===== src/rtl/core/bwcf_pkg.sv =====
package bwcf_pkg;

  // Pipeline depths of the two cell rows.
  localparam int unsigned ROOT_STEPS   = 33;
  localparam int unsigned CORDIC_STEPS = 31;
  localparam int unsigned DIV_STEPS    = 64;

  // Configuration port geometry and register indexes.
  localparam int unsigned CFG_IDX_W = 8;
  localparam logic [CFG_IDX_W-1:0] REG_SHAPE   = 8'd0;
  localparam logic [CFG_IDX_W-1:0] REG_COORD_A = 8'd1;
  localparam logic [CFG_IDX_W-1:0] REG_COORD_B = 8'd2;
  localparam logic [CFG_IDX_W-1:0] REG_COORD_C = 8'd3;
  localparam logic [CFG_IDX_W-1:0] REG_COORD_D = 8'd4;
  localparam logic [CFG_IDX_W-1:0] REG_COORD_E = 8'd5;
  localparam logic [CFG_IDX_W-1:0] REG_COORD_F = 8'd6;
  localparam logic [CFG_IDX_W-1:0] REG_WEDGE_U = 8'd7;

  // Pi with 30 fraction bits.
  localparam logic signed [33:0] PI_Q30 = 34'sd3373259426;

  // atan(2^-i) with 30 fraction bits, rounded to nearest.
  localparam logic [31:0] ATAN_Q30 [CORDIC_STEPS] = '{
    32'd843314857, 32'd497837829, 32'd263043836, 32'd133525159, 32'd67021687,
    32'd33543516, 32'd16775851, 32'd8388437, 32'd4194283, 32'd2097149,
    32'd1048576, 32'd524288, 32'd262144, 32'd131072, 32'd65536, 32'd32768,
    32'd16384, 32'd8192, 32'd4096, 32'd2048, 32'd1024, 32'd512, 32'd256,
    32'd128, 32'd64, 32'd32, 32'd16, 32'd8, 32'd4, 32'd2, 32'd1
  };

  // Item traveling through the square root and CORDIC row.
  typedef struct packed {
    logic              valid;
    logic              disc;
    logic              box_hit;
    logic signed [32:0] dx;
    logic signed [32:0] dy;
    logic [65:0]       rad;
    logic [35:0]       rem;
    logic [32:0]       root;
    logic signed [35:0] cx;
    logic signed [35:0] cy;
    logic signed [33:0] cz;
  } root_t;

  // Item traveling through the divider row.
  typedef struct packed {
    logic        valid;
    logic        disc;
    logic        box_hit;
    logic        hit;
    logic        negx;
    logic        negy;
    logic [32:0] mag;
    logic [63:0] px;
    logic [63:0] py;
    logic [33:0] remx;
    logic [33:0] remy;
    logic [32:0] qx;
    logic [32:0] qy;
    logic        ovx;
    logic        ovy;
  } div_t;

endpackage


===== src/rtl/core/bwcf_root_cell.sv =====
module bwcf_root_cell #(
  parameter int unsigned STEP = 0
) (
  input  logic              clk_i,
  input  logic              rst_ni,
  input  bwcf_pkg::root_t   in_i,
  output bwcf_pkg::root_t   out_o
);

  localparam int unsigned K = bwcf_pkg::ROOT_STEPS - 1 - STEP;

  bwcf_pkg::root_t data_d, data_q;
  logic            valid_q;

  logic [35:0] rem_sh;
  logic [35:0] trial;
  logic        take;

  // One digit of the restoring square root.
  assign rem_sh = {in_i.rem[33:0], in_i.rad[2*K +: 2]};
  assign trial  = {1'b0, in_i.root, 2'b01};
  assign take   = (rem_sh >= trial);

  always_comb begin
    data_d      = in_i;
    data_d.rem  = take ? (rem_sh - trial) : rem_sh;
    data_d.root = {in_i.root[31:0], take};
    if (STEP < bwcf_pkg::CORDIC_STEPS) begin
      // One CORDIC vectoring rotation, driving y toward zero.
      if (in_i.cy > 0) begin
        data_d.cx = in_i.cx + (in_i.cy >>> STEP);
        data_d.cy = in_i.cy - (in_i.cx >>> STEP);
        data_d.cz = in_i.cz +
          $signed({2'b00, bwcf_pkg::ATAN_Q30[STEP % bwcf_pkg::CORDIC_STEPS]});
      end else begin
        data_d.cx = in_i.cx - (in_i.cy >>> STEP);
        data_d.cy = in_i.cy + (in_i.cx >>> STEP);
        data_d.cz = in_i.cz -
          $signed({2'b00, bwcf_pkg::ATAN_Q30[STEP % bwcf_pkg::CORDIC_STEPS]});
      end
    end
  end

  // Valid flag of the stage.
  always_ff @(posedge clk_i or negedge rst_ni) begin
    if (!rst_ni) begin
      valid_q <= 1'b0;
    end else begin
      valid_q <= in_i.valid;
    end
  end

  // Payload of the stage.
  always_ff @(posedge clk_i) begin
    data_q <= data_d;
  end

  always_comb begin
    out_o       = data_q;
    out_o.valid = valid_q;
  end

endmodule


===== config.mk =====
export PLATFORM = sky130hd
export DESIGN_NAME = bwcf_root_cell
export DESIGN_NICKNAME = d
export VERILOG_FILES = /design/src/rtl/core/bwcf_pkg.sv /design/src/rtl/core/bwcf_root_cell.sv
export SDC_FILE = /design/constraint.sdc
export NUM_CORES = 1
export LEC_CHECK = 0
export ABC_AREA = 1
export ABC_CLOCK_PERIOD_IN_PS = 800
export BUFFER_PORTS_ARGS = -buffer_cell sky130_fd_sc_hd__buf_2
export CELL_PAD_IN_SITES_DETAIL_PLACEMENT = 0
export CELL_PAD_IN_SITES_GLOBAL_PLACEMENT = 2
export CORE_UTILIZATION = 27
export DETAILED_ROUTE_END_ITERATION = 16
export HOLD_SLACK_MARGIN = 0.05
export PLACE_DENSITY_LB_ADDON = 0.1
export SETUP_SLACK_MARGIN = 0.15
export SLEW_MARGIN = 10
export SYNTH_ARGS = -nofsm -noshare
export SYNTH_HDL_FRONTEND = slang
export SYNTH_SLANG_ARGS = --single-unit

===== constraint.sdc =====
create_clock -name clk_i -period 0.8 [get_ports clk_i]
set_input_delay 0.04 -clock clk_i [delete_from_list [all_inputs] [get_ports clk_i]]
set_output_delay 0.04 -clock clk_i [all_outputs]
set_load 0.02 [all_outputs]

==> impl_metrics.tcl <==
set metrics [dict create \
    yosys.area_share.adder_pct 11.9 \
    final_cell_area_um2 38200 \
    relSlewSlack_pct 49.5 \
    utilization_pct 55.4 \
    floorplan.die_area_um2 70800 \
    root_buffer "sky130_fd_sc_hd__clkbuf_16" \
    synth_seq_area_share_pct 32.9 \
    boundaryPins 622 \
    post_route_cells_drive_above_1_share_pct 55.6 \
    initial_standard_cell_utilization_of_the_core_pct 27.3 \
    ir_drop_mv 1.64 \
    cts.clk_slew.worst_paths_ns 0.06 \
    timing.max_cap.violations 0 \
    yosys_register_bits 309 \
    required_ns 1.31 \
    post-route-drc-count 0 \
    vias 23800 \
    vias_per_cell 4.52 \
    gr-usage-all-layers_pct 26.1 \
    post_synth_mux_area_share_pct 0.0532 \
    grt_first_pass_wirelength_um 141000 \
    status "finished with violations" \
    finalSetupViolations 450 \
    synth-warning-count 0 \
    setup_slack_ns -1.27 \
    mappedNetlistArea_um2 18800 \
    max_freq_ghz 0.482 \
    clk_sinks 309 \
    yosys_most_used_dff "sky130_fd_sc_hd__dfxtp_1" \
    synthToLayoutAreaGrowth_pct 103 \
    routabilityCongestion 0.967 \
    io_buffers 619 \
    grt_max_degree 49 \
    min_period_ns 2.07 \
    global_route.overflow_total 0 \
    cp-start-kind "input port" \
    synth-compound-area-share_pct 12.3 \
    ant_nets 0 \
    synth_cell_types 46 \
    timing.final.max_slew_violations 0 \
    critPathArrivalTime_ns 2.58 \
    ratio_of_final_minimum_period_to_clock_period_pct 259 \
    mappedNetlistNets 3260 \
    synth_xor_xnor_area_share_pct 3.86 \
    fp.coreArea_um2 68800 \
    main_combinational_cell_family_by_area_after_synthesis "simple AND/OR/NAND/NOR gates" \
    timing.critical_path.fanout_max 5 \
    cts_tree "built" \
    leakage_dissipation_nw 18.5 \
    routed_wl_um 97700 \
    setup.worst_path.class "input port to flip-flop" \
    detail_route.first_pass.iterations 5 \
    grt_setup_unrepaired "true" \
    max-clock-path-buffers 3 \
    grt_antenna_before_repair 4 \
    die_w_um 266 \
    starting_drc_count_in_detailed_routing 836 \
    tritoncts.num_buffers 38 \
    nets 4801 \
    cts-htree-levels 2 \
    violations "negative hold slack, negative setup slack" \
    worst_hold_path_type "input port to flip-flop" \
    report.final.hold_viol_count 22 \
    yosys.area_share.simple_pct 30.0 \
    first_global_vias 24500 \
    postPlaceCellArea_um2 29600 \
    netlist_instances 2772 \
    placement_rows 96 \
    route.detailed.wl_per_inst_um 18.5 \
    post-dp-hpwl_um 76700 \
    synth_enable_flop_cells 0 \
    fin_hold_ws_ns -0.168 \
    timing_worst_slew_pin_value_ns 0.757 \
    mean_syn_cell_area_um2 6.79 \
    layout.filler_cells 6592 \
    postSynth.asyncResetShare_pct 0.324 \
    crit_path_end_kind "flip-flop" \
    power-per-cell-area_nw_per_um2 1700 \
    die_height_um 266 \
]
==> cells in the mapped netlist, drive strengths merged, types with 26 or more instances <==
cell	n	share of area (%)
a21oi	218	5.8
xor2	69	3.2
nor3	32	0.93
inv	363	7.2
ha	172	11
dfxtp	308	33
nand2	813	16
o21ai	160	4.3
buf	44	1.6
nor2	257	5.3
nand3	203	5.7
o21bai	26	1.1
==> area by class of cell <==
| class | instances | area, um^2 | share of cell area (%) |
|---|---|---|---|
| Timing Repair inverter | 2 | 25.0 | 0.0656 |
| Clock inverter | 22 | 334 | 0.876 |
| Clock buffer | 48 | 1030 | 2.70 |
| Antenna cell | 2 | 5.00 | 0.0131 |
| Tap cell | 931 | 1160 | 3.05 |
| Timing Repair Buffer | 1550 | 11600 | 30.5 |
| Inverter | 364 | 1600 | 4.20 |
| Multi-Input combinational cell | 2048 | 16200 | 42.3 |
| Sequential cell | 309 | 6200 | 16.3 |
==> registers in the layout (all words and copies together) (netlist names) <==
register,flops
out_o,308
valid_q,1
==> worst max-delay path, stage by stage <==
cell	delay (ns)
sky130_fd_sc_hd__buf_2	0.13
sky130_fd_sc_hd__inv_6	0.05
sky130_fd_sc_hd__nand4_1	0.22
sky130_fd_sc_hd__nor2_1	0.19
sky130_fd_sc_hd__nand2_2	0.09
sky130_fd_sc_hd__nor2_4	0.17
sky130_fd_sc_hd__a21oi_4	0.13
sky130_fd_sc_hd__buf_12	0.17
sky130_fd_sc_hd__fa_2	0.40
sky130_fd_sc_hd__o21ai_4	0.23
sky130_fd_sc_hd__buf_4	0.16
sky130_fd_sc_hd__a21oi_4	0.08
sky130_fd_sc_hd__o21ai_4	0.23
sky130_fd_sc_hd__buf_4	0.15
sky130_fd_sc_hd__xor2_1	0.15
==> routing by layer <==
metal | vias up | track usage (%) | wire length, um | share of wire, %
li1 | 12000 | - | - | -
met1 | 11200 | 31.7 | 41800 | 43
met2 | 523 | 46.5 | 48200 | 49
met3 | 140 | 4.00 | 4140 | 4.2
met4 | 4 | 8.76 | 3470 | 3.5
met5 | - | 0 | 27 | 0.028
==> where the power goes <==
| part | leakage [nW] | switching [W] | internal (W) |
|---|---|---|---|
| Clock | 0.659 | 0.00749 | 0.0112 |
| Combinational | 15.3 | 0.0156 | 0.0124 |
| Sequential | 2.61 | 0.000661 | 0.0173 |
| Total | 18.5 | 0.0237 | 0.0410 |
==> final timing paths <==
check / start / endpoint / slack [ns] / cells after the start
min in group asynchronous: rst_ni / valid_q / 0.31 / 3
max: in_i[52] / out_o[16] / -1.27 / 15
max in group asynchronous: rst_ni / valid_q / 0.39 / 3
min: in_i[70] / out_o[34] / -0.17 / 3
==> repair_timing <==
item,in CTS,in global routing
hold buffers,206,39
setup buffers,42,58
pin swaps,151,232
resized for setup,484,533
endpoints found under the hold margin,240,66
endpoints found under the setup margin,450,450
gates cloned,7,10
==> through the flow <==
step / worst slack (ns) / TNS [ns] / std cells / power, W
4_1_cts: -1.12 / -203.48 / 5205 / 0.0625
6_report: -1.27 / -205.35 / 5276 / 0.0647
3_5_place_dp: -1.99 / -203.13 / 4880 / 0.0405
3_3_place_gp: -1.95 / -200.55 / 4880 / 0.0404
5_1_grt: -1.31 / -226.03 / 5274 / 0.0679
2_1_floorplan: -1.36 / -100.73 / 2772 / 0.0300
==> cell usage in the layout, fill, tap and decap left out, types with 9 or more instances in the layout <==
master and instances:
sky130_fd_sc_hd__nand2_1 511, sky130_fd_sc_hd__dlygate4sd3_1 205, sky130_fd_sc_hd__inv_6 11, sky130_fd_sc_hd__ha_1 74, sky130_fd_sc_hd__buf_4 652, sky130_fd_sc_hd__xnor2_1 13
sky130_fd_sc_hd__nor2_1 134, sky130_fd_sc_hd__nand3_2 63, sky130_fd_sc_hd__o21ai_2 42, sky130_fd_sc_hd__clkbuf_16 44, sky130_fd_sc_hd__inv_2 67, sky130_fd_sc_hd__nor2_2 61
sky130_fd_sc_hd__xor2_1 48, sky130_fd_sc_hd__a21o_1 10, sky130_fd_sc_hd__inv_4 32, sky130_fd_sc_hd__nand3_1 124, sky130_fd_sc_hd__nor3_4 11, sky130_fd_sc_hd__o21ai_4 16
sky130_fd_sc_hd__a21oi_4 40, sky130_fd_sc_hd__nand2_4 86, sky130_fd_sc_hd__ha_4 94, sky130_fd_sc_hd__a21oi_1 75, sky130_fd_sc_hd__nand2_2 211, sky130_fd_sc_hd__dfxtp_1 303
sky130_fd_sc_hd__nand4_1 22, sky130_fd_sc_hd__o21ai_0 47, sky130_fd_sc_hd__xor2_2 18, sky130_fd_sc_hd__o21bai_1 17, sky130_fd_sc_hd__nand3b_1 12, sky130_fd_sc_hd__buf_16 9
sky130_fd_sc_hd__a21oi_2 103, sky130_fd_sc_hd__nand3_4 16, sky130_fd_sc_hd__nor2_4 62, sky130_fd_sc_hd__buf_12 25, sky130_fd_sc_hd__inv_1 246, sky130_fd_sc_hd__o21ai_1 55
sky130_fd_sc_hd__buf_2 573, sky130_fd_sc_hd__buf_6 72, sky130_fd_sc_hd__nor3_2 13
==> kinds of logic (layout without fill, tap and decap cells) <==
| family | Yosys count | count (layout) |
|---|---|---|
| flops | 309 | 309 |
| buf+inv | 416 | 1986 |
| fa+ha+maj | 176 | 176 |
| xor+xnor | 83 | 83 |
| mux | 1 | 1 |
| compound gates | 435 | 435 |
| other cells | 0 | 2 |
| simple gates | 1352 | 1353 |
(Power assumes the default switching activity.)
