`src/rtl/core/bwcf_pkg.sv`:
```
package bwcf_pkg;

  // Pipeline depths of the two cell rows.
  localparam int unsigned ROOT_STEPS   = 33;
  localparam int unsigned CORDIC_STEPS = 31;
  localparam int unsigned DIV_STEPS    = 64;

  // Configuration port geometry and register indexes.
  localparam int unsigned CFG_IDX_W = 8;
  localparam logic [CFG_IDX_W-1:0] REG_SHAPE   = 8'd0;
  localparam logic [CFG_IDX_W-1:0] REG_COORD_A = 8'd1;
  localparam logic [CFG_IDX_W-1:0] REG_COORD_B = 8'd2;
  localparam logic [CFG_IDX_W-1:0] REG_COORD_C = 8'd3;
  localparam logic [CFG_IDX_W-1:0] REG_COORD_D = 8'd4;
  localparam logic [CFG_IDX_W-1:0] REG_COORD_E = 8'd5;
  localparam logic [CFG_IDX_W-1:0] REG_COORD_F = 8'd6;
  localparam logic [CFG_IDX_W-1:0] REG_WEDGE_U = 8'd7;

  // Pi with 30 fraction bits.
  localparam logic signed [33:0] PI_Q30 = 34'sd3373259426;

  // atan(2^-i) with 30 fraction bits, rounded to nearest.
  localparam logic [31:0] ATAN_Q30 [CORDIC_STEPS] = '{
    32'd843314857, 32'd497837829, 32'd263043836, 32'd133525159, 32'd67021687,
    32'd33543516, 32'd16775851, 32'd8388437, 32'd4194283, 32'd2097149,
    32'd1048576, 32'd524288, 32'd262144, 32'd131072, 32'd65536, 32'd32768,
    32'd16384, 32'd8192, 32'd4096, 32'd2048, 32'd1024, 32'd512, 32'd256,
    32'd128, 32'd64, 32'd32, 32'd16, 32'd8, 32'd4, 32'd2, 32'd1
  };

  // Item traveling through the square root and CORDIC row.
  typedef struct packed {
    logic              valid;
    logic              disc;
    logic              box_hit;
    logic signed [32:0] dx;
    logic signed [32:0] dy;
    logic [65:0]       rad;
    logic [35:0]       rem;
    logic [32:0]       root;
    logic signed [35:0] cx;
    logic signed [35:0] cy;
    logic signed [33:0] cz;
  } root_t;

  // Item traveling through the divider row.
  typedef struct packed {
    logic        valid;
    logic        disc;
    logic        box_hit;
    logic        hit;
    logic        negx;
    logic        negy;
    logic [32:0] mag;
    logic [63:0] px;
    logic [63:0] py;
    logic [33:0] remx;
    logic [33:0] remy;
    logic [32:0] qx;
    logic [32:0] qy;
    logic        ovx;
    logic        ovy;
  } div_t;

endpackage

```
`src/rtl/core/bwcf_div_cell.sv`:
```
module bwcf_div_cell #(
  parameter int unsigned BIT = 63
) (
  input  logic            clk_i,
  input  logic            rst_ni,
  input  bwcf_pkg::div_t  in_i,
  output bwcf_pkg::div_t  out_o
);

  bwcf_pkg::div_t data_d, data_q;
  logic           valid_q;

  logic [33:0] shx, shy;
  logic [33:0] dvs;
  logic        gex, gey;

  // One quotient bit for each component of the force.
  assign dvs = {1'b0, in_i.mag};
  assign shx = {in_i.remx[32:0], in_i.px[BIT]};
  assign shy = {in_i.remy[32:0], in_i.py[BIT]};
  assign gex = (shx >= dvs);
  assign gey = (shy >= dvs);

  always_comb begin
    data_d      = in_i;
    data_d.remx = gex ? (shx - dvs) : shx;
    data_d.remy = gey ? (shy - dvs) : shy;
    data_d.qx   = {in_i.qx[31:0], gex};
    data_d.qy   = {in_i.qy[31:0], gey};
    // Bits shifted out above the kept quotient only mean saturation.
    data_d.ovx  = in_i.ovx | in_i.qx[32];
    data_d.ovy  = in_i.ovy | in_i.qy[32];
  end

  // Valid flag of the stage.
  always_ff @(posedge clk_i or negedge rst_ni) begin
    if (!rst_ni) begin
      valid_q <= 1'b0;
    end else begin
      valid_q <= in_i.valid;
    end
  end

  // Payload of the stage.
  always_ff @(posedge clk_i) begin
    data_q <= data_d;
  end

  always_comb begin
    out_o       = data_q;
    out_o.valid = valid_q;
  end

endmodule

```
`config.mk`:
```
export PLATFORM = sky130hd
export DESIGN_NAME = bwcf_div_cell
export DESIGN_NICKNAME = d
export VERILOG_FILES = /design/src/rtl/core/bwcf_pkg.sv /design/src/rtl/core/bwcf_div_cell.sv
export SDC_FILE = /design/constraint.sdc
export NUM_CORES = 1
export LEC_CHECK = 0
export BUFFER_PORTS_ARGS = -buffer_cell sky130_fd_sc_hd__buf_2
export CELL_PAD_IN_SITES_DETAIL_PLACEMENT = 1
export CELL_PAD_IN_SITES_GLOBAL_PLACEMENT = 1
export CORE_AREA = 2 2 235 237
export DETAILED_ROUTE_END_ITERATION = 8
export DIE_AREA = 0 0 237 239
export GPL_TIMING_DRIVEN = 0
export HOLD_SLACK_MARGIN = 0.02
export PLACE_DENSITY_LB_ADDON = 0.1
export REMOVE_ABC_BUFFERS = 1
export SYNTH_ARGS = -nofsm -noshare
export SYNTH_HDL_FRONTEND = slang
export SYNTH_SLANG_ARGS = --single-unit
export TNS_END_PERCENT = 1
```
`constraint.sdc`:
```
create_clock -name clk_i -period 0.8 [get_ports clk_i]
set_input_delay 0.04 -clock clk_i [delete_from_list [all_inputs] [get_ports clk_i]]
set_output_delay 0.04 -clock clk_i [all_outputs]
set_load 0.005 [all_outputs]
```
==> results of run 1 <==
-- through the flow --
| stage | worst slack (ns) | power, mW | hold WS (ns) |
|---|---|---|---|
| floorplan | -1.84 | 20.6 | -0.256 |
| global placement | -3.38 | 24.6 | -0.183 |
| detailed placement | -3.35 | 24.6 | -0.182 |
| CTS | -1.42 | 45.2 | -0.409 |
| global route | -1.48 | 48.5 | -0.424 |
| finish | -1.42 | 46.3 | -0.397 |
-- cell usage in the layout, fill, tap and decap left out, types with 13 or more instances in the layout --
master and n:
clkbuf_16 39, xor2_1 14, mux2_4 13, inv_1 56, nor2_1 40, dlygate4sd3_1 300, buf_4 37, nand2_1 37
nand3_1 17, dfxtp_2 149, xnor2_1 41, dfxtp_1 153, buf_2 457, a21oi_1 76, o21ai_0 22, buf_6 140
ha_1 40, mux2_2 16, a21o_1 18, ha_4 14
-- cell type report --
class	count	area [µm²]	area share
repair buffers	939	7230	0.344
flip-flops and latches	303	6260	0.297
multi-input cells	564	4930	0.234
clock buffers	52	1120	0.0534
well taps	704	881	0.0418
inverters	63	294	0.0140
clock inverters	19	233	0.0111
repair inverters	6	76.3	0.00363
diodes	5	12.5	0.000594
-- registers in the layout, summed over array words and instances, names as in the netlist --
register and cells:
out_o 302, valid_q 1
-- what timing repair did --
item,in CTS,in global routing
resized for setup,76,447
pin swaps,19,23
endpoints found under the hold margin,302,10
setup endpoints to repair,373,373
setup buffers,11,23
gates cloned,0,6
hold buffers,295,5
-- power groups by stage --
stage | Sequential [mW] | Combinational (mW) | Clock [mW]
global placement | 17.2 | 7.40 | 0
global route | 17.3 | 11.4 | 19.8
finish | 17.2 | 10.6 | 18.6
CTS | 16.9 | 9.08 | 19.3
detailed placement | 17.2 | 7.36 | 0
floorplan | 17.4 | 3.27 | 0
-- synthesized netlist by cell type, drive strengths merged (10+ instances only) --
cell type	n
mux2	37
ha	66
dfxtp	302
nor2	45
o21ai	30
xnor2	41
nand4	11
a21o	21
nand3	20
nand2	37
xor2	14
inv	63
nor3	16
o21bai	11
buf	18
a21oi	95
o21a	10
-- worst paths after layout --
path,depth (start not counted),from,slack [ns],end
hold / removal,1,in_i[199],-0.40,out_o[199]$_DFF_P_
min in group asynchronous,3,rst_ni,0.33,valid_q$_DFF_PN0_
max in group asynchronous,3,rst_ni,0.37,valid_q$_DFF_PN0_
setup / recovery,15,in_i[263],-1.42,out_o[115]$_DFF_P_
-- cell families after synthesis --
logic type,synth area share
AOI/OAI and AO/OA,0.153
xor gates and xnor gates,0.0452
adders and majority gates,0.0812
buffers and inverters,0.0347
DFF,0.569
muxes,0.0400
and+or+nand+nor,0.0770
-- per-layer routing --
metal  global-route usage  up-vias
li1                     -     5285
met1                0.235     5309
met2                0.366      370
met3               0.0603      102
met4               0.0606       26
met5                    0        -
==> impl_metrics.toml, run 1 <==
[global_routing]
grt_max_degree = 53
grt_overflow_total = 0
antenna_found_initial = 20
track_usage = 0.205
grt_pass1_vias = 11797
grt_first_pass_wirelength_um = 83900

[sta]
rsz0062_at_grt = "yes"
setup_violations = 373
report.final.slew_viol_count = 0
finalCritPeriodShare = 2.77
whs_ns = -0.397
relSlewSlack = 0.681
fin_crit_ns = 2.22
hold_viol = 5
max_freq_mhz = 451
worst_slack_ns = -1.42
final.setup.tns_ns = -153.77
tightest_slew_ns = 0.474

[synthesis]
yosys.area.top_type = "dfxtp_1"
synth_cell_types = 81
syn-cell-area_um2 = 10700
synth_edf_count = 0
synth_top_area_frac = 0.567
synth_area_leaders = "dfxtp_1, ha_1, a21oi_1, xnor2_1, inv_1"
synthArstFlopShare = 0.00330
syn_inst = 951
avgSynthCellArea_um2 = 11.2
synth_top_flop_cell = "dfxtp_1"
ys_warn_count = 0
seq_area_frac_synth = 0.569
synth_seq_cells = 303

[worst_setup_path]
crit_buf_inv = 6
critPathTopFamily = "compound AO/OA/AOI/OAI gates"
slowest_delay_ns = 0.36
worstPathCellList = "buf_8, inv_4, ha_4, inv_2, fa_2, a21oi_4, o211ai_1, buf_4, o2bb2ai_4, a21o_4, o311ai_4, a21o_4, buf_4, inv_8, mux2_1"
cp_data_required_time_ns = 1.23
slowest_stage = "fa_2"
critical_path_class = "input port to register"
start_kind = "input port"
end_kind = "register"
worst-path-max-fanout = 6
critPathArrivalTime_ns = 2.64

[placed_design]
port_buffers = 605
dp_cells = 2239
placed_cell_area_um2 = 14400
hpwlAfterDp_um = 47100
gp_congestion = 0.905

[routing]
post_drt_wl_per_cell_um = 23.7
dr_wl_met2_um = 31800
dr_total_vias = 11092
drt-met1-wl_um = 24700
wl_met3_um = 4050
routed_via_density = 4.18
drc = 0
first_iter_violations = 262
ant_nets = 0
firstDrtPassIters = 4
drt-total-wl_um = 62900
highest_layer = "met5"

[layout]
final_core_util = 0.387
drive_gt1_frac = 0.517
layout.nets = 2289
fin_area_um2 = 21000
syn_to_final_growth_pct = 97.3
stdcell_count = 2655
n_fill_cell = 6042

[clocking]
clockRootBuffer = "clkbuf_16"
clkTransAtPathRegs_ns = 0.06
tritoncts = "built"
cts-htree-levels = 2
cts_buffers = 39
clk_path_buf_depth = 3
cts_sinks = 303

[power]
p_int_mw = 33.4
p_leak_nw = 9.53
clkPwrFrac = 0.401
p_comb_frac = 0.228
powerDensity_nw_per_um2 = 2200
switching_share = 0.279
p_switching_mw = 12.9
ir_worst_vdd_mv = 1.35
p_seq_frac = 0.371

[status]
violations = "hold timing, setup timing"
status = "finished with violations"

[die]
pin_count = 608
core-area_um2 = 54300
dieArea_um2 = 56600
initial_core_util = 0.196
fp.dieH_um = 239
fp.dieW_um = 237
rows = 86

[flow_run]
drv_cap = 0

[worst_hold_path]
hp-class = "input port to register"
Power figures use the tool's default switching activity.
==> run 2: changes to the inputs <==
--- a/config.mk
+++ b/config.mk
@@ -11,7 +11,7 @@
 export CORE_AREA = 2 2 235 237
 export DETAILED_ROUTE_END_ITERATION = 8
 export DIE_AREA = 0 0 237 239
-export GPL_TIMING_DRIVEN = 0
+export GPL_TIMING_DRIVEN = 1
 export HOLD_SLACK_MARGIN = 0.02
 export PLACE_DENSITY_LB_ADDON = 0.1
 export REMOVE_ABC_BUFFERS = 1
==> run 2 against run 1 <==
Compared with the run above: the run still ends with hold timing, setup timing left; first-iteration DRC count rose by 5.0%; die area did not move; clock-buffer cell count fell by 3; worst setup slack improved by 0.0082 ns; sequential share of layout area fell by 1.7 points; critical path depth did not move; cell area rose by 6.8%; wire length rose by 3.1%; total power fell by 0.10%; critical path type unchanged; largest cell class unchanged; highest routed layer unchanged.
==> impl_metrics.toml, run 2 (synthesized netlist as in run 1, its figures left out) <==
[routing]
first_iter_violations = 275
drt-total-wl_um = 64800
drc = 0
ant_nets = 0
dr_total_vias = 12057
routed_via_density = 4.18
firstDrtPassIters = 4
post_drt_wl_per_cell_um = 22.4

[die]
fp.dieW_um = 237
core-area_um2 = 54300
pin_count = 608
rows = 86
initial_core_util = 0.196
fp.dieH_um = 239
dieArea_um2 = 56600

[worst_setup_path]
slowest_delay_ns = 0.34
critPathTopFamily = "compound AO/OA/AOI/OAI gates"
critPathArrivalTime_ns = 2.65
end_kind = "register"
start_kind = "input port"
cp_data_required_time_ns = 1.24
crit_buf_inv = 5
slowest_stage = "fa_2"
critical_path_class = "input port to register"
cpMostUsedCell = "buf_4"
worst-path-max-fanout = 3
worstPathCellList = "buf_8, inv_4, ha_4, inv_2, fa_2, a21oi_2, buf_4, o211ai_1, o2bb2ai_2, a21o_1, buf_4, o21a_1, o41a_1, xnor2_1, mux2_2"

[clocking]
clkTransAtPathRegs_ns = 0.06
hold_buffers = 304
cts_sinks = 303
cts-htree-levels = 2
clockRootBuffer = "clkbuf_16"
clk_path_buf_depth = 3
tritoncts = "built"
cts_buffers = 38

[placed_design]
gp_congestion = 0.940
hpwlAfterDp_um = 50500
placed_cell_area_um2 = 16500
place_ws_ns = -2.30
port_buffers = 605

[layout]
layout_commonest_cell = "buf_2"
layout_common_cells = "buf_2, dlygate4sd3_1, buf_4"
layout.nets = 2521
syn_to_final_growth_pct = 111
drive_gt1_frac = 0.572
largest_register_ffs = 302
fin_area_um2 = 22500
final_core_util = 0.414

[sta]
setup_violations = 373
whs_ns = -0.00932
fin_crit_ns = 2.21
worst_slack_ns = -1.41
finalCritPeriodShare = 2.76
rsz0062_at_grt = "yes"
report.final.slew_viol_count = 0
hold_viol = 1
max_freq_mhz = 453
tightest_slew_ns = 0.454
relSlewSlack = 0.696

[status]
status = "finished with violations"
violations = "hold timing, setup timing"

[power]
switching_share = 0.281
powerDensity_nw_per_um2 = 2060
p_seq_frac = 0.376
p_comb_frac = 0.255
p_switching_mw = 13.0
p_int_mw = 33.3
clkPwrFrac = 0.370
ir_worst_vdd_mv = 1.24
p_leak_nw = 10.6

[worst_hold_path]
hp-class = "input port to register"

[global_routing]
antenna_found_initial = 14
grt_overflow_total = 0
track_usage = 0.222
grt_first_pass_wirelength_um = 91800
grt_max_degree = 20
grt_pass1_vias = 13277

[flow_run]
drv_cap = 0
run 2: changes by cell type in the layout (fill, tap and decap cells not counted), sizes merged:
| cell | previous run | this run |
|---|---|---|
| dlygate4sd3 | 300 | 304 |
| bufinv | 4 | 1 |
| clkbuf | 52 | 49 |
| inv | 68 | 65 |
| buf | 639 | 874 |
| clkinv | 13 | 15 |
run 2: power groups by stage:
stage	combinational (mW)	sequential [mW]	clock, mW
after floorplan	3.27	17.4	0
after global placement	9.06	17.4	0
after detailed placement	9.12	17.3	0
after CTS	11.5	17.3	17.7
after global routing	12.7	17.5	18.4
final	11.8	17.4	17.1
run 2: timing repair:
item	CTS	global route
pin swaps	12	4
buffers inserted	5	0
resized for setup	397	128
hold endpoints to repair	301	2
gates cloned	1	0
endpoints found under the setup margin	373	373
run 2: final timing paths:
| kind | to | from | cells past startpoint |
|---|---|---|---|
| worst max-delay path | out_o[124]$_DFF_P_ | in_i[263] | 15 |
| worst min-delay path | out_o[69]$_DFF_P_ | in_i[68] | 3 |
| max in group asynchronous | valid_q$_DFF_PN0_ | rst_ni | 3 |
| min in group asynchronous | valid_q$_DFF_PN0_ | rst_ni | 3 |
run 2: metrics by stage:
stage          instances  total power, mW  setup TNS [ns]
6_report            2887             46.3         -151.74
3_5_place_dp        2502             26.4         -150.58
5_1_grt             2884             48.6         -174.03
2_1_floorplan        930             20.6         -119.12
4_1_cts             2882             46.5         -165.79
3_3_place_gp        2502             26.4         -147.16
run 2: metal layers:
layer / global-route usage / vias up / wire, µm
met5: 0 / - / 58
met4: 0.0629 / 10 / 1840
met3: 0.0558 / 93 / 4020
met2: 0.401 / 376 / 32900
met1: 0.258 / 5825 / 26000
li1: - / 5753 / -
run 2: cell type report:
type	instances	area [µm²]
tap	704	881
timing repair buffer	1178	9200
fill	6073	31900
clock inverter	21	160
inverter	63	246
multi-input combinational	564	4610
antenna	5	12.5
sequential	303	6310
clock buffer	49	1060
